--- config.mk ---
export PLATFORM = sky130hd
export DESIGN_NAME = wlv_front
export DESIGN_NICKNAME = d
export VERILOG_FILES = /design/src/hdl/wlv_pkg.sv /design/src/hdl/wlv_front.sv
export SDC_FILE = /design/constraint.sdc
export NUM_CORES = 1
export LEC_CHECK = 0
export BUFFER_PORTS_ARGS = -buffer_cell sky130_fd_sc_hd__clkbuf_2
export CORE_MARGIN = 1.5
export CORE_UTILIZATION = 63
export CTS_BUF_LIST = sky130_fd_sc_hd__clkbuf_16
export CTS_CLUSTER_DIAMETER = 40
export DETAILED_ROUTE_END_ITERATION = 10
export MAX_ROUTING_LAYER = met4
export PLACE_DENSITY = 0.84
export SLEW_MARGIN = 20
export SYNTH_ARGS = -nofsm -noshare
export SYNTH_HDL_FRONTEND = slang
export SYNTH_SLANG_ARGS = --single-unit
--- constraint.sdc ---
create_clock -name clock -period 8.6 [get_ports clock]
set_clock_uncertainty 0.15 [all_clocks]
set_input_delay 0.43 -clock clock [delete_from_list [all_inputs] [get_ports clock]]
set_output_delay 0.43 -clock clock [all_outputs]
set_load 0.005 [all_outputs]
--- src/hdl/wlv_pkg.sv ---
// Shared constants, types and helper functions of the windowed local variance block.
`default_nettype none
package wlv_pkg;

   // Window and frame geometry.
   localparam int WINDOW     = 5;
   localparam int HALF       = WINDOW / 2;
   localparam int MAX_WIDTH  = 1024;
   localparam int MAX_HEIGHT = 4096;
   localparam int DEPTH      = WINDOW * MAX_WIDTH;
   localparam int ADDR_W     = $clog2(DEPTH);
   localparam int COL_W      = $clog2(MAX_WIDTH);
   localparam int ROW_W      = $clog2(MAX_HEIGHT);
   localparam int IDX_W      = COL_W + ROW_W;
   localparam int TOT_W      = IDX_W + 1;
   localparam int W_W        = 11;
   localparam int H_W        = 13;
   localparam int HALF_W     = $clog2(HALF + 1);
   localparam int SPAN_W     = $clog2(WINDOW + 1);
   localparam int CNT_W      = $clog2(WINDOW * WINDOW + 1);

   // Arithmetic widths.
   localparam int PIX_W      = 32;
   localparam int FRAC_W     = 16;
   localparam int TERM_W     = 2 * PIX_W - 1 - FRAC_W;
   localparam int SUM_W      = PIX_W + CNT_W;
   localparam int SQ_W       = TERM_W + CNT_W;
   localparam int DIV_W      = SQ_W;
   localparam int STEP_W     = $clog2(DIV_W);

   // Request queue between front and back.
   localparam int QDEPTH     = 4;
   localparam int QPTR_W     = $clog2(QDEPTH);

   // Register port.
   localparam int CSR_IDX_W  = 4;
   localparam int CSR_DATA_W = 13;
   localparam logic [CSR_IDX_W-1:0] REG_WIDTH  = CSR_IDX_W'(0);
   localparam logic [CSR_IDX_W-1:0] REG_HEIGHT = CSR_IDX_W'(1);

   // Request kinds.
   localparam logic REQ_PIXEL = 1'b0;
   localparam logic REQ_DRAIN = 1'b1;

   // One window job handed from front to back.
   typedef struct packed {
      logic [ROW_W-1:0]  row;
      logic [COL_W-1:0]  col;
      logic [ADDR_W-1:0] addr;
      logic              last;
   } cmd_type;

   // Frame size in use.
   typedef struct packed {
      logic [W_W-1:0] width;
      logic [H_W-1:0] height;
   } frame_type;

   typedef enum logic [2:0] {
      BK_IDLE, BK_SETUP, BK_SCAN, BK_FLUSH, BK_DIV_SQ, BK_DIV_SUM, BK_SQUARE, BK_DONE
   } back_state_type;

   // Width register value as used: zero acts as one, large values saturate.
   function automatic logic [W_W-1:0] clamp_width(input logic [W_W-1:0] v);
      logic [W_W-1:0] r;
      r = v;
      if (v == '0) r = W_W'(1);
      else if (v > W_W'(MAX_WIDTH)) r = W_W'(MAX_WIDTH);
      return r;
   endfunction

   function automatic logic [H_W-1:0] clamp_height(input logic [H_W-1:0] v);
      logic [H_W-1:0] r;
      r = v;
      if (v == '0) r = H_W'(1);
      else if (v > H_W'(MAX_HEIGHT)) r = H_W'(MAX_HEIGHT);
      return r;
   endfunction

   // Store address plus one, wrapping at the store depth.
   function automatic logic [ADDR_W-1:0] addr_inc(input logic [ADDR_W-1:0] a);
      logic [ADDR_W-1:0] r;
      r = a + 1'b1;
      if (a == ADDR_W'(DEPTH - 1)) r = '0;
      return r;
   endfunction

   // Store address plus a row width, wrapping at the store depth.
   function automatic logic [ADDR_W-1:0] addr_add(input logic [ADDR_W-1:0] a,
                                                  input logic [W_W-1:0] w);
      logic [ADDR_W:0] s;
      s = (ADDR_W + 1)'(a) + (ADDR_W + 1)'(w);
      if (s >= (ADDR_W + 1)'(DEPTH)) s = s - (ADDR_W + 1)'(DEPTH);
      return s[ADDR_W-1:0];
   endfunction

endpackage
`default_nettype wire

--- src/hdl/wlv_front.sv ---
// Front end: frame registers, pixel intake into the line store and window job issue.
`default_nettype none
module wlv_front import wlv_pkg::*; (
   input  wire logic                  clock,
   input  wire logic                  reset,
   input  wire logic                  csr_valid,
   input  wire logic [CSR_IDX_W-1:0]  csr_index,
   input  wire logic [CSR_DATA_W-1:0] csr_data,
   input  wire logic                  req_valid,
   input  wire logic                  req_type,
   input  wire logic [PIX_W-1:0]      req_pixel_value,
   output logic                       req_stall,
   input  wire logic                  q_full,
   input  wire logic                  back_idle,
   output logic                       q_push,
   output cmd_type                    q_cmd,
   output logic                       wr_en,
   output logic [ADDR_W-1:0]          wr_addr,
   output logic [PIX_W-1:0]           wr_data,
   output frame_type                  frame
);

   logic [W_W-1:0]    width_ff, width_in;
   logic [H_W-1:0]    height_ff, height_in;
   logic [TOT_W-1:0]  total_ff, total_in;
   logic [TOT_W-1:0]  lag_ff, lag_in;
   logic              frame_in_ff, frame_in_in;
   logic [IDX_W-1:0]  in_idx_ff, in_idx_in;
   logic [ADDR_W-1:0] in_addr_ff, in_addr_in;
   logic [IDX_W-1:0]  out_idx_ff, out_idx_in;
   logic [ROW_W-1:0]  out_row_ff, out_row_in;
   logic [COL_W-1:0]  out_col_ff, out_col_in;
   logic [ADDR_W-1:0] out_addr_ff, out_addr_in;

   logic           accept, take_pixel, emit, out_last, csr_write;
   logic [W_W-1:0] new_width;
   logic [H_W-1:0] new_height;

   // A new frame waits until the back has finished every job of the previous one,
   // so that its first pixels cannot overwrite entries still to be read.
   assign req_stall  = q_full || (!frame_in_ff && (in_idx_ff == '0) && !back_idle);
   assign accept     = req_valid && !req_stall;
   assign take_pixel = accept && (req_type == REQ_PIXEL) && !frame_in_ff;
   assign out_last   = (TOT_W'(out_idx_ff) + 1'b1 >= total_ff);
   assign emit       = take_pixel ? (TOT_W'(out_idx_ff) + lag_ff <= TOT_W'(in_idx_ff))
                                  : (accept && frame_in_ff);
   assign csr_write  = csr_valid && ((csr_index == REG_WIDTH) || (csr_index == REG_HEIGHT));
   assign new_width  = clamp_width(csr_data[W_W-1:0]);
   assign new_height = clamp_height(csr_data[H_W-1:0]);

   assign wr_en   = take_pixel;
   assign wr_addr = in_addr_ff;
   assign wr_data = req_pixel_value;

   assign q_push = emit;
   assign q_cmd  = '{row: out_row_ff, col: out_col_ff, addr: out_addr_ff, last: out_last};

   assign frame = '{width: width_ff, height: height_ff};

   // Next state of the frame counters.
   always_comb begin
      width_in    = width_ff;
      height_in   = height_ff;
      total_in    = total_ff;
      lag_in      = lag_ff;
      frame_in_in = frame_in_ff;
      in_idx_in   = in_idx_ff;
      in_addr_in  = in_addr_ff;
      out_idx_in  = out_idx_ff;
      out_row_in  = out_row_ff;
      out_col_in  = out_col_ff;
      out_addr_in = out_addr_ff;

      // Pixel intake.
      if (take_pixel) begin
         if (TOT_W'(in_idx_ff) + 1'b1 >= total_ff) begin
            in_idx_in   = '0;
            in_addr_in  = '0;
            frame_in_in = 1'b1;
         end else begin
            in_idx_in  = in_idx_ff + 1'b1;
            in_addr_in = addr_inc(in_addr_ff);
         end
      end

      // Result position advance.
      if (emit) begin
         if (out_last) begin
            out_idx_in  = '0;
            out_row_in  = '0;
            out_col_in  = '0;
            out_addr_in = '0;
            frame_in_in = 1'b0;
         end else begin
            out_idx_in  = out_idx_ff + 1'b1;
            out_addr_in = addr_inc(out_addr_ff);
            if (W_W'(out_col_ff) + 1'b1 >= width_ff) begin
               out_col_in = '0;
               out_row_in = out_row_ff + 1'b1;
            end else begin
               out_col_in = out_col_ff + 1'b1;
            end
         end
      end

      // A register write restarts the frame.
      if (csr_write) begin
         if (csr_index == REG_WIDTH) begin
            width_in = new_width;
            total_in = TOT_W'(new_width) * TOT_W'(height_ff);
            lag_in   = TOT_W'(HALF) * TOT_W'(new_width) + TOT_W'(HALF);
         end else begin
            height_in = new_height;
            total_in  = TOT_W'(width_ff) * TOT_W'(new_height);
         end
         frame_in_in = 1'b0;
         in_idx_in   = '0;
         in_addr_in  = '0;
         out_idx_in  = '0;
         out_row_in  = '0;
         out_col_in  = '0;
         out_addr_in = '0;
      end
   end

   always_ff @(posedge clock) begin
      if (reset) begin
         width_ff    <= W_W'(1024);
         height_ff   <= H_W'(1024);
         total_ff    <= TOT_W'(1024 * 1024);
         lag_ff      <= TOT_W'(HALF * 1024 + HALF);
         frame_in_ff <= 1'b0;
         in_idx_ff   <= '0;
         in_addr_ff  <= '0;
         out_idx_ff  <= '0;
         out_row_ff  <= '0;
         out_col_ff  <= '0;
         out_addr_ff <= '0;
      end else begin
         width_ff    <= width_in;
         height_ff   <= height_in;
         total_ff    <= total_in;
         lag_ff      <= lag_in;
         frame_in_ff <= frame_in_in;
         in_idx_ff   <= in_idx_in;
         in_addr_ff  <= in_addr_in;
         out_idx_ff  <= out_idx_in;
         out_row_ff  <= out_row_in;
         out_col_ff  <= out_col_in;
         out_addr_ff <= out_addr_in;
      end
   end

endmodule
`default_nettype wire

==> flow_metrics.tcl <==
set metrics [dict create \
    status "completed" \
    final_hold_viol_count 0 \
    yosysTopAreaCellShare_pct 19.3 \
    min_path_cells 3 \
    hp-class "in -> reg" \
    clk_pin_slew_ns 0.06 \
    rsz0062_at_grt "false" \
    drive_gt1_share_pct 8.03 \
    crit_path_end_kind "flop" \
    drt_wl_total_microns 56900 \
    port_buffers 99 \
    worstSetupPathType "in -> reg" \
    cp_num_buf_inv 3 \
    cts_num_sinks 152 \
    yosysTopAreaCell "fa_1" \
    syn-num-nets 3024 \
    initial_utilization_pct 64.1 \
    fmax_mhz 139 \
    finalCritPeriodShare_pct 83.8 \
    leakagePower_nw 9.67 \
    syn-cell-area_sq_um 20300 \
    hold_ws_ns 0.191 \
    cp-start-kind "input pin" \
    synth_edf_count 0 \
    layout_commonest_cell "inv_1" \
    cp.arrival_ns 7.38 \
    tns_ns 0 \
    min_period_ns 7.20 \
    r2r_start "out_idx_ff[1]" \
    timing.critical_path.mode_cell "fa_1" \
    ys_warn_count 0 \
    ys_ff_latch 152 \
    die_h_microns 182 \
    slew_headroom_pct 28.5 \
    synth-seq-area-share_pct 15.0 \
    peakVddDrop_mv 0.167 \
    final_cell_mix "inv_1 (346), nand2_1 (327), ha_1 (217)" \
    grt_usage_pct 36.1 \
    clock-root-buffer "clkbuf_16" \
    crit_family "adder cells" \
    dr.pass1.iters 6 \
    grt_overflow 0 \
    tightest_slew_ns 1.07 \
    ys.flop_type "dfxtp_1" \
    ys_types 76 \
    crit_chain "clkbuf_2 -> nor4_1 -> nand3_1 -> nor3_1 -> nor2b_1 -> nor2b_1 -> and2_1 -> fa_1 -> fa_1 -> fa_1 -> fa_1 -> inv_1 -> fa_1 -> inv_1 -> ha_1 -> a21o_1 -> a21o_1 -> a31oi_1 -> o22ai_1 -> o41ai_1 -> o21ai_0 -> o31a_1 -> a32o_1" \
    hpwlAfterDp_microns 42600 \
    syn_avg_cell_area_sq_um 7.93 \
    r2r_cells 20 \
    min-delay-start "csr_data[12]" \
    tritoncts "yes" \
    fp.dieArea_sq_um 33300 \
    grt_pass1_wl_microns 92900 \
    ctsResizeCount 0 \
    finalNetCount 3008 \
    grt_pass1_vias 18700 \
    synthToLayoutAreaGrowth_pct 5.14 \
    fp.dieW_microns 182 \
    routedWlPerCell_microns 19.2 \
    clk_latency_ns 0.45 \
    vias_per_cell 6.27 \
    crit_path_max_fanout 12 \
    crit_path_max_incr_delay_ns 0.80 \
    timing.rr.end "out_row_ff[1]" \
    core.rowCount 65 \
    coreArea_sq_um 31600 \
    place_congestion 0.985 \
    cts.path.max_buffers 2 \
    powerDensity_nw_per_um2 78.0 \
    drt_iter0_drc 1643 \
    antenna_found_initial 2 \
    report.final.slew_viol_count 0 \
    htreeDepth 4 \
    drc_errors 0 \
    setup_viol 0 \
    vias 18500 \
    async_flop_share_pct 0 \
    grt_max_degree 75 \
    ios 164 \
    rrSetupSlack_ns 2.21 \
    cp_slowest_cell "nor2b_1" \
    synth_area_leaders "fa_1 (19%), dfxtp_1 (15%), ha_1 (13%), inv_1 (6.4%), nand2_1 (6.1%)" \
    ctsHoldBuffers 0 \
    ant_nets 0 \
    required_ns 8.78 \
    drv_cap 0 \
    syn_inst 2556 \
    post_cts_buffers 0 \
    holdPathEnd "height_ff[12]" \
    cts_buffers 17 \
]
-- how the worst max path moves through the flow --
| stage | from | end | slack [ns] | cells past startpoint |
|---|---|---|---|---|
| global placement | csr_data[0] | total_ff[22] | 1.30 | 23 |
| finish | csr_data[0] | total_ff[22] | 1.40 | 23 |
| global route | csr_data[0] | total_ff[22] | 1.01 | 24 |
| detailed placement | csr_data[0] | total_ff[22] | 1.07 | 23 |
| CTS | csr_data[0] | total_ff[22] | 1.55 | 23 |
| floorplan | csr_data[5] | total_ff[22] | 2.23 | 23 |
-- cell type report --
type                            instances  area, sq um
Inverter                              343         1290
Multi-Input combinational cell       1893        15200
Clock inverter                         14         88.8
Antenna cell                            3         7.51
Tap cell                              402          503
Timing Repair Buffer                  133          751
Clock buffer                           17          425
Fill cell                            2592        10300
Sequential cell                       152         3040
-- flip-flops by register name, summed over array words and instances, names as in the netlist --
signal,count
frame_in_ff,1
height_ff,13
in_idx_ff,22
lag_ff,12
out_addr_ff,13
out_col_ff,10
out_idx_ff,22
out_row_ff,12
total_ff,23
width_ff,11
wr_addr,13
-- synthesized netlist by cell type (all sizes together) (75+ instances only) --
cell type / n
a21oi: 128
and2: 123
clkbuf: 110
dfxtp: 152
fa: 195
ha: 217
inv: 343
nand2: 327
nand3: 97
nor2: 115
o21ai: 75
xnor2: 78
-- metal layers --
metal	part of all wire (%)	wire length [microns]	GRT usage, %
met1	39	22100	43.0
met4	3.8	2170	15.9
met5	0	0	-
met3	8.1	4580	5.67
met2	49	28000	60.6
-- tightest hold or removal path: cells and delay by family --
family	cells	cell delay, ns
buffers and inverters	1	0.16
AND/OR/NAND/NOR	1	0.09
AO/OA/AOI/OAI	1	0.05
-- kinds of logic after synthesis --
logic type | Yosys count | synth area share (%)
simple gates | 906 | 22.0
xor+xnor | 101 | 4.36
flops | 152 | 15.0
mux | 25 | 1.27
buf+inv | 511 | 10.2
fa+ha+maj | 412 | 32.7
compound gates | 449 | 14.5
-- stage by stage --
stage | total power (W) | instance area, sq um | setup WS [ns] | std cells | utilization [%]
floorplan | 0.000915 | 20300 | 2.23 | 2556 | -
global placement | 0.000978 | 20800 | 1.30 | 2923 | 65.7
detailed placement | 0.000987 | 20800 | 1.07 | 2923 | 65.7
CTS | 0.00166 | 21300 | 1.55 | 2954 | 67.3
global route | 0.00172 | 21300 | 1.01 | 2956 | 67.4
finish | 0.00166 | 21300 | 1.40 | 2957 | 67.4
-- power breakdown --
part	total [W]	leakage (nW)	switching, W	internal (W)
logic	0.000259	8.19	0.000172	0.0000874
clock network	0.000682	0.254	0.000319	0.000363
registers	0.000721	1.23	0.0000108	0.000710
(Power assumes the default switching activity.)
