`src/hdl/wlv_pkg.sv`:
```
// Shared constants, types and helper functions of the windowed local variance block.
`default_nettype none
package wlv_pkg;

   // Window and frame geometry.
   localparam int WINDOW     = 5;
   localparam int HALF       = WINDOW / 2;
   localparam int MAX_WIDTH  = 1024;
   localparam int MAX_HEIGHT = 4096;
   localparam int DEPTH      = WINDOW * MAX_WIDTH;
   localparam int ADDR_W     = $clog2(DEPTH);
   localparam int COL_W      = $clog2(MAX_WIDTH);
   localparam int ROW_W      = $clog2(MAX_HEIGHT);
   localparam int IDX_W      = COL_W + ROW_W;
   localparam int TOT_W      = IDX_W + 1;
   localparam int W_W        = 11;
   localparam int H_W        = 13;
   localparam int HALF_W     = $clog2(HALF + 1);
   localparam int SPAN_W     = $clog2(WINDOW + 1);
   localparam int CNT_W      = $clog2(WINDOW * WINDOW + 1);

   // Arithmetic widths.
   localparam int PIX_W      = 32;
   localparam int FRAC_W     = 16;
   localparam int TERM_W     = 2 * PIX_W - 1 - FRAC_W;
   localparam int SUM_W      = PIX_W + CNT_W;
   localparam int SQ_W       = TERM_W + CNT_W;
   localparam int DIV_W      = SQ_W;
   localparam int STEP_W     = $clog2(DIV_W);

   // Request queue between front and back.
   localparam int QDEPTH     = 4;
   localparam int QPTR_W     = $clog2(QDEPTH);

   // Register port.
   localparam int CSR_IDX_W  = 4;
   localparam int CSR_DATA_W = 13;
   localparam logic [CSR_IDX_W-1:0] REG_WIDTH  = CSR_IDX_W'(0);
   localparam logic [CSR_IDX_W-1:0] REG_HEIGHT = CSR_IDX_W'(1);

   // Request kinds.
   localparam logic REQ_PIXEL = 1'b0;
   localparam logic REQ_DRAIN = 1'b1;

   // One window job handed from front to back.
   typedef struct packed {
      logic [ROW_W-1:0]  row;
      logic [COL_W-1:0]  col;
      logic [ADDR_W-1:0] addr;
      logic              last;
   } cmd_type;

   // Frame size in use.
   typedef struct packed {
      logic [W_W-1:0] width;
      logic [H_W-1:0] height;
   } frame_type;

   typedef enum logic [2:0] {
      BK_IDLE, BK_SETUP, BK_SCAN, BK_FLUSH, BK_DIV_SQ, BK_DIV_SUM, BK_SQUARE, BK_DONE
   } back_state_type;

   // Width register value as used: zero acts as one, large values saturate.
   function automatic logic [W_W-1:0] clamp_width(input logic [W_W-1:0] v);
      logic [W_W-1:0] r;
      r = v;
      if (v == '0) r = W_W'(1);
      else if (v > W_W'(MAX_WIDTH)) r = W_W'(MAX_WIDTH);
      return r;
   endfunction

   function automatic logic [H_W-1:0] clamp_height(input logic [H_W-1:0] v);
      logic [H_W-1:0] r;
      r = v;
      if (v == '0) r = H_W'(1);
      else if (v > H_W'(MAX_HEIGHT)) r = H_W'(MAX_HEIGHT);
      return r;
   endfunction

   // Store address plus one, wrapping at the store depth.
   function automatic logic [ADDR_W-1:0] addr_inc(input logic [ADDR_W-1:0] a);
      logic [ADDR_W-1:0] r;
      r = a + 1'b1;
      if (a == ADDR_W'(DEPTH - 1)) r = '0;
      return r;
   endfunction

   // Store address plus a row width, wrapping at the store depth.
   function automatic logic [ADDR_W-1:0] addr_add(input logic [ADDR_W-1:0] a,
                                                  input logic [W_W-1:0] w);
      logic [ADDR_W:0] s;
      s = (ADDR_W + 1)'(a) + (ADDR_W + 1)'(w);
      if (s >= (ADDR_W + 1)'(DEPTH)) s = s - (ADDR_W + 1)'(DEPTH);
      return s[ADDR_W-1:0];
   endfunction

endpackage
`default_nettype wire

```
`src/hdl/wlv_queue.sv`:
```
// Short queue of window jobs between the front and the back.
`default_nettype none
module wlv_queue import wlv_pkg::*; (
   input  wire logic    clock,
   input  wire logic    reset,
   input  wire logic    push,
   input  wire cmd_type push_cmd,
   input  wire logic    pop,
   output cmd_type      head,
   output logic         full,
   output logic         empty
);

   cmd_type           slot_ff [QDEPTH];
   logic [QPTR_W-1:0] wr_ptr_ff, wr_ptr_in;
   logic [QPTR_W-1:0] rd_ptr_ff, rd_ptr_in;
   logic [QPTR_W:0]   fill_ff, fill_in;

   assign head  = slot_ff[rd_ptr_ff];
   assign full  = (fill_ff == (QPTR_W + 1)'(QDEPTH));
   assign empty = (fill_ff == '0);

   // Pointer and fill updates.
   always_comb begin
      wr_ptr_in = push ? wr_ptr_ff + 1'b1 : wr_ptr_ff;
      rd_ptr_in = pop  ? rd_ptr_ff + 1'b1 : rd_ptr_ff;
      fill_in   = fill_ff;
      if (push && !pop) fill_in = fill_ff + 1'b1;
      else if (pop && !push) fill_in = fill_ff - 1'b1;
   end

   always_ff @(posedge clock) begin
      if (reset) begin
         wr_ptr_ff <= '0;
         rd_ptr_ff <= '0;
         fill_ff   <= '0;
      end else begin
         wr_ptr_ff <= wr_ptr_in;
         rd_ptr_ff <= rd_ptr_in;
         fill_ff   <= fill_in;
      end
   end

   // Entry storage.
   always_ff @(posedge clock) begin
      if (push) slot_ff[wr_ptr_ff] <= push_cmd;
   end

endmodule
`default_nettype wire

```
`config.mk`:
```
export PLATFORM = sky130hd
export DESIGN_NAME = wlv_queue
export DESIGN_NICKNAME = d
export VERILOG_FILES = /design/src/hdl/wlv_pkg.sv /design/src/hdl/wlv_queue.sv
export SDC_FILE = /design/constraint.sdc
export NUM_CORES = 1
export LEC_CHECK = 0
export BUFFER_PORTS_ARGS = -buffer_cell sky130_fd_sc_hd__buf_4
export CORE_MARGIN = 3
export CORE_UTILIZATION = 61
export CTS_BUF_LIST = sky130_fd_sc_hd__clkbuf_16
export DETAILED_ROUTE_END_ITERATION = 10
export PLACE_DENSITY_LB_ADDON = 0.2
export SLEW_MARGIN = 20
export SYNTH_ARGS = -nofsm -noshare
export SYNTH_HDL_FRONTEND = slang
export SYNTH_SLANG_ARGS = --single-unit
```
`constraint.sdc`:
```
create_clock -name clock -period 3.62 [get_ports clock]
set_input_delay 0.543 -clock clock [delete_from_list [all_inputs] [get_ports clock]]
set_output_delay 0.543 -clock clock [all_outputs]
set_load 0.02 [all_outputs]
```
==> reports/metrics.cfg, run 1 <==
[setup_path]
cp_data_arrival_time_ns=2.23
end_kind=primary output
worstRegToRegCells=3
cp_slowest_cell=dfxtp_2
critical_path_class=reg -> out
cpLargestDelayFamily=flip-flops
critPathBufInv=2
crit_path_cell_trace=buf_12 -> mux4_1 -> buf_4
reg2reg_slack_ns=1.83
cp-start-kind=flip-flop
max_stage_delay_ns=0.78
crit_path_max_fanout=19
critical_path_required_ns=3.08
cp.depth=3

[finish]
drive_gt1_share_pct=43.2
seqCellArea_mm2=0.00451
finalNetCount=366
fillCellCount=454
diodes=0
final_common_cell=edfxtp_1
multi_input_area_mm2=0.00107
synthToLayoutAreaGrowth_pct=22.4
layout_common_cells=edfxtp_1, buf_4, mux4_2

[place]
hpwlAfterDp_um=5530
gp_congestion=0.668
preCtsSetupSlack_ns=1.24
portBuffers=77

[detailed_routing]
wl_um=9790
firstDrtPassIters=4
wire_per_inst_um=22.2
num_vias=2554
viasPerCell=5.79
ant_nets=0
drt_iter0_drc=135
drc=0

[cts]
clock_sinks=153
cts_setup_buffers=0
cts_resized=0
cts.clk_slew.worst_paths_ns=0.06
cts-htree-levels=4
root_buffer=clkbuf_16
ctsHoldBuffers=0
clock_path_buffers=2
cts_tree=done
numCtsBuffers=17
insertion_delay_ns=0.41

[worst_hold_path]
worstHoldPathCells=1
hold_path.class=in -> reg

[synthesis]
syn_avg_cell_area_um2=24.5
synth_warnings=0
postSynthRegisterBits=153
synth_cell_type_count=23
synth_top_area_cell=edfxtp_1
ys_seq_area_share_pct=79.3
synth_top_area_share_pct=76.2
netlist_area_mm2=0.00568
synth_cells=232
synth_nets=278
ys_top_cells_by_area=edfxtp_1, mux4_2, dfxtp_1

[die]
io-pin-count=78
num_rows=34
core_area_mm2=0.00889
fp.dieH_um=102
dieWidth_um=102
start_util_pct=63.9
die-area_mm2=0.0105

[timing]
finalCritPeriodShare_pct=76.7
worst_slack_ns=0.842
fmax_mhz=360
rsz0062_at_grt=false
drv_slew=0
setup_viol=0
setup_tns_ns=0
fin_skew_ns=0.00715
hold_viol_final=0
worstMarginPinSlew_ns=1.00
fin_crit_ns=2.78
slew_headroom_pct=33.2

[run]
maxCapViolations=0

[global_route]
antenna_found_initial=1
grt_max_degree=37
overflow=0
track_usage_pct=20.3
grt_pass1_vias=2652
grt_pass1_wl_um=15000

[power_and_ir_drop]
powerDensity_mw_per_mm2=631
peakVddDrop_mv=0.364
power.leakage_nw=2.42

[status]
status=complete, no violations

cells by family (layout without fill, tap and decap cells):
family / Yosys count / count (layout) / share of synthesized area (%)
AOI/OAI and AO/OA: 2 / 2 / 0.176
xor gates and xnor gates: 5 / 5 / 0.771
adders and majority gates: 6 / 6 / 1.45
buffers and inverters: 13 / 114 / 1.94
DFF: 153 / 153 / 79.3
muxes: 38 / 38 / 15.0
and+or+nand+nor: 15 / 15 / 1.30
worst reg2reg max path, delay by kind of cell (launching register included):
family	cells	cell delay (ns)
buffers and inverters	1	0.10
adder cells (fa/ha/maj)	1	0.14
AND/OR/NAND/NOR	1	0.80
flip-flops	1	0.35
report_power, final:
group / internal, mW / total, mW / switching (mW)
clock network: 1.16 / 1.85 / 0.690
registers: 2.03 / 2.09 / 0.0536
logic: 0.222 / 0.453 / 0.231
metal layers:
| layer | track usage, % | routed length (um) | share of wire (%) |
|---|---|---|---|
| met1 | 28.5 | 4190 | 43 |
| met2 | 30.3 | 4800 | 49 |
| met3 | 6.28 | 603 | 6.2 |
| met4 | 8.58 | 181 | 1.8 |
| met5 | 0 | 16 | 0.16 |
worst paths after layout:
kind | endpoint | startpoint
min | slot_ff[3][3] | push_cmd[3]
min reg2reg | fill_ff[2] | fill_ff[2]
max reg2reg | slot_ff[0][11] | wr_ptr_ff[0]
max | head[33] | flip-flop
stage by stage:
step	util, %	instances	total power [mW]	hold slack, ns	cell area (um2)
final	78.2	441	4.39	0.328	6950
after detailed placement	71.1	409	2.58	0.523	6320
after global routing	78.2	441	4.53	0.310	6950
after floorplan	-	232	2.39	0.466	5680
after global placement	71.1	409	2.57	0.484	6320
after CTS	78.2	441	4.42	0.315	6950
area by class of cell:
type	count	share of cell area [%]
flip-flops and latches	153	64.8
multi-input cells	66	15.4
repair buffers	78	8.60
clock buffers	17	6.12
clock inverters	15	2.92
well taps	108	1.94
inverters	4	0.216
Yosys cell counts:
| library cell | n |
|---|---|
| ha_1 | 5 |
| nand2_1 | 1 |
| nor3_1 | 1 |
| or3_1 | 1 |
| buf_2 | 3 |
| nor2_1 | 7 |
| mux2i_1 | 2 |
| mux4_1 | 6 |
| edfxtp_1 | 144 |
| dfxtp_1 | 9 |
| a21oi_1 | 1 |
| inv_1 | 4 |
| mux4_2 | 30 |
| xor2_1 | 3 |
| and2_1 | 4 |
| o21ai_0 | 1 |
| xnor2_1 | 2 |
| buf_6 | 1 |
| buf_12 | 3 |
| clkbuf_1 | 1 |
| fa_1 | 1 |
| nor3b_1 | 1 |
| clkbuf_2 | 1 |
state kept, by name, indices dropped and copies added (netlist names), named ones only:
| name | cells |
|---|---|
| slot_ff | 144 |
| fill_ff | 3 |
| rd_ptr_ff | 2 |
| wr_ptr_ff | 2 |
(Power assumes the default switching activity.)
==> run 2, diff against run 1 <==
--- a/config.mk
+++ b/config.mk
@@ -7,7 +7,7 @@
 export LEC_CHECK = 0
 export BUFFER_PORTS_ARGS = -buffer_cell sky130_fd_sc_hd__buf_4
 export CORE_MARGIN = 3
-export CORE_UTILIZATION = 61
+export CORE_UTILIZATION = 51
 export CTS_BUF_LIST = sky130_fd_sc_hd__clkbuf_16
 export DETAILED_ROUTE_END_ITERATION = 10
 export PLACE_DENSITY_LB_ADDON = 0.2
==> constraint.sdc (replaced) <==
create_clock -name clock -period 2.4 [get_ports clock]
set_input_delay 0.36 -clock clock [delete_from_list [all_inputs] [get_ports clock]]
set_output_delay 0.36 -clock clock [all_outputs]
set_load 0.02 [all_outputs]
==> run 2 against run 1 <==
Net effect:
- first-iteration DRC count fell by 15%
- sequential share of layout area fell by 0.99 points
- hold slack got worse by 0.18 ns
- utilization fell by 11 points
- highest routed layer is now met4
==> reports/metrics.cfg, run 2 (synthesis gave the netlist of run 1 again) <==
[die]
fp.dieH_um=112  ; was 102 um
dieWidth_um=112  ; was 102 um
io-pin-count=78  ; unchanged
die-area_mm2=0.0124  ; was 0.0105 mm2
start_util_pct=53.8  ; was 63.9%
core_area_mm2=0.0106  ; was 0.00889 mm2
num_rows=37  ; was 34

[detailed_routing]
viasPerCell=5.46  ; was 5.79
firstDrtPassIters=4  ; unchanged
wl_um=9680  ; was 9790 um
ant_nets=0  ; unchanged
num_vias=2609  ; was 2,554
drc=0  ; unchanged
wire_per_inst_um=20.3  ; was 22.2 um
drt_iter0_drc=115  ; was 135

[power_and_ir_drop]
combPwrFrac_pct=11.1  ; was 10.3%
power.leakage_nw=2.48  ; was 2.42 nW
p_int_mw=5.14  ; was 3.41 mW
peakVddDrop_mv=0.478  ; was 0.364 mV
p_switching_mw=1.40  ; was 0.974 mW
seqPwrFrac_pct=47.7  ; was 47.6%
powerDensity_mw_per_mm2=926  ; was 631 mW/mm2
power_mw=6.54  ; was 4.39 mW
p_sw_share_pct=21.4  ; was 22.2%
clockPowerShare_pct=41.2  ; was 42.1%

[worst_hold_path]
worstHoldPathCells=1  ; unchanged
hold_path.class=in -> reg  ; unchanged
hp-start=push_cmd[32]  ; was push_cmd[3]
whs_endpoint=slot_ff[0][32]  ; was slot_ff[3][3]

[cts]
cts_tree=done  ; unchanged
clock_sinks=153  ; unchanged
root_buffer=clkbuf_16  ; unchanged
numCtsBuffers=17  ; unchanged
cts.clk_slew.worst_paths_ns=0.06  ; about the same
clock_path_buffers=2  ; unchanged
cts-htree-levels=4  ; unchanged
ctsHoldBuffers=0  ; unchanged
insertion_delay_ns=0.41  ; about the same

[setup_path]
cp-start-kind=flip-flop  ; unchanged
cp_data_arrival_time_ns=1.86  ; was 2.23 ns
crit_path_max_fanout=14  ; was 19
timing.rr.start=wr_ptr_ff[0]  ; unchanged
critical_path_class=reg -> out  ; unchanged
critical_path_required_ns=2.04  ; was 3.08 ns
timing.rr.end=slot_ff[3][20]  ; was slot_ff[0][11]
reg2reg_slack_ns=0.72  ; was 1.83 ns
worstRegToRegCells=3  ; unchanged
end_kind=primary output  ; unchanged

[global_route]
grt_pass1_wl_um=15900  ; was 15,000 um
antenna_found_initial=0  ; was 1
grt_pass1_vias=2842  ; was 2,652
track_usage_pct=17.2  ; was 20.3%
grt_max_degree=37  ; unchanged
overflow=0  ; unchanged

[timing]
fin_crit_ns=2.22
rsz0062_at_grt=false  ; unchanged
fmax_mhz=451
finalCritPeriodShare_pct=92.4
fin_skew_ns=0.00628  ; was 0.00715 ns
drv_slew=0  ; unchanged
whs_ns=0.147  ; was 0.328 ns
worstMarginPinSlew_ns=0.549  ; was 1.00 ns
setup_tns_ns=0  ; unchanged
slew_headroom_pct=63.4  ; was 33.2%
hold_viol_final=0  ; unchanged
setup_viol=0  ; unchanged

[finish]
fillCellCount=704  ; was 454
drive_gt1_share_pct=44.4  ; was 43.2%
synthToLayoutAreaGrowth_pct=24.4  ; was 22.4%
layout_common_cells=edfxtp_1, buf_4, mux4_2  ; unchanged
final_common_cell=edfxtp_1  ; unchanged
regMostFlops=slot_ff  ; unchanged
seqCellArea_mm2=0.00451  ; about the same
largest_reg_flops=144  ; unchanged
multi_input_area_mm2=0.00107  ; unchanged
finalNetCount=375  ; was 366
biggestRegsByFlops=slot_ff: 144 flops, fill_ff: 3 flops  ; unchanged
diodes=0  ; unchanged

[place]
gp_congestion=0.671  ; was 0.668
portBuffers=77  ; unchanged
hpwlAfterDp_um=6030  ; was 5530 um

[status]
status=complete, no violations  ; unchanged

[run]
maxCapViolations=0  ; unchanged

-- run 2: changes by cell type in the layout (fill, tap and decap cells not counted) --
cell,before,now
buf_12,1,3
buf_4,77,84
clkinv_1,0,1
clkinv_2,0,4
clkinv_4,4,1
clkinvlp_4,3,2
dfxtp_2,2,1
dfxtp_4,0,1
inv_6,2,1
-- run 2: layer usage --
layer | global-route usage [%] | wire length [um] | up-vias
li1 | - | - | 1162
met1 | 23.3 | 4140 | 1348
met2 | 26.2 | 4780 | 86
met3 | 6.36 | 648 | 13
met4 | 6.08 | 107 | 0
met5 | 0 | 0 | -
-- run 2: critical path: stages (launching register included) --
cell,delay (ns)
dfxtp_4,0.46
buf_12,0.20
mux4_1,0.59
buf_4,0.18
-- run 2: per-stage QoR --
step,instances,utilization (%),instance area [um2],setup slack [ns]
2_1_floorplan,232,-,5680,0.582
3_3_place_gp,446,61.1,6450,0.511
3_5_place_dp,446,61.1,6450,0.487
4_1_cts,478,66.9,7060,0.0422
5_1_grt,478,66.9,7060,0.0734
6_report,478,66.9,7060,0.181
-- run 2: worst max path at each step --
| stage | end | from | cells after the start |
|---|---|---|---|
| floorplan | slot_ff[2][0] | wr_ptr_ff[0] | 3 |
| global placement | head[22] | flip-flop | 3 |
| detailed placement | head[22] | flip-flop | 3 |
| CTS | head[22] | flip-flop | 3 |
| global route | head[22] | flip-flop | 3 |
| finish | head[22] | flip-flop | 3 |
-- run 2: final cells by class --
type	count	area share, %
Sequential cell	153	63.8
Multi-Input combinational cell	66	15.1
Timing Repair Buffer	87	9.78
Clock buffer	17	6.02
Clock inverter	15	2.60
Tap cell	136	2.41
Inverter	4	0.213
-- run 2: repair_timing --
item / CTS / global route
gates resized for setup: 0 / 1
setup buffers: 0 / 0
setup endpoints to repair: 0 / 1
hold endpoints to repair: 0 / 0
-- run 2: power by group through the flow --
stage	Clock [mW]	Combinational [mW]	Sequential, mW
global placement	0	0.736	3.17
detailed placement	0	0.743	3.17
finish	2.69	0.728	3.12
CTS	2.75	0.748	3.12
global route	2.89	0.789	3.13
floorplan	0	0.452	3.15
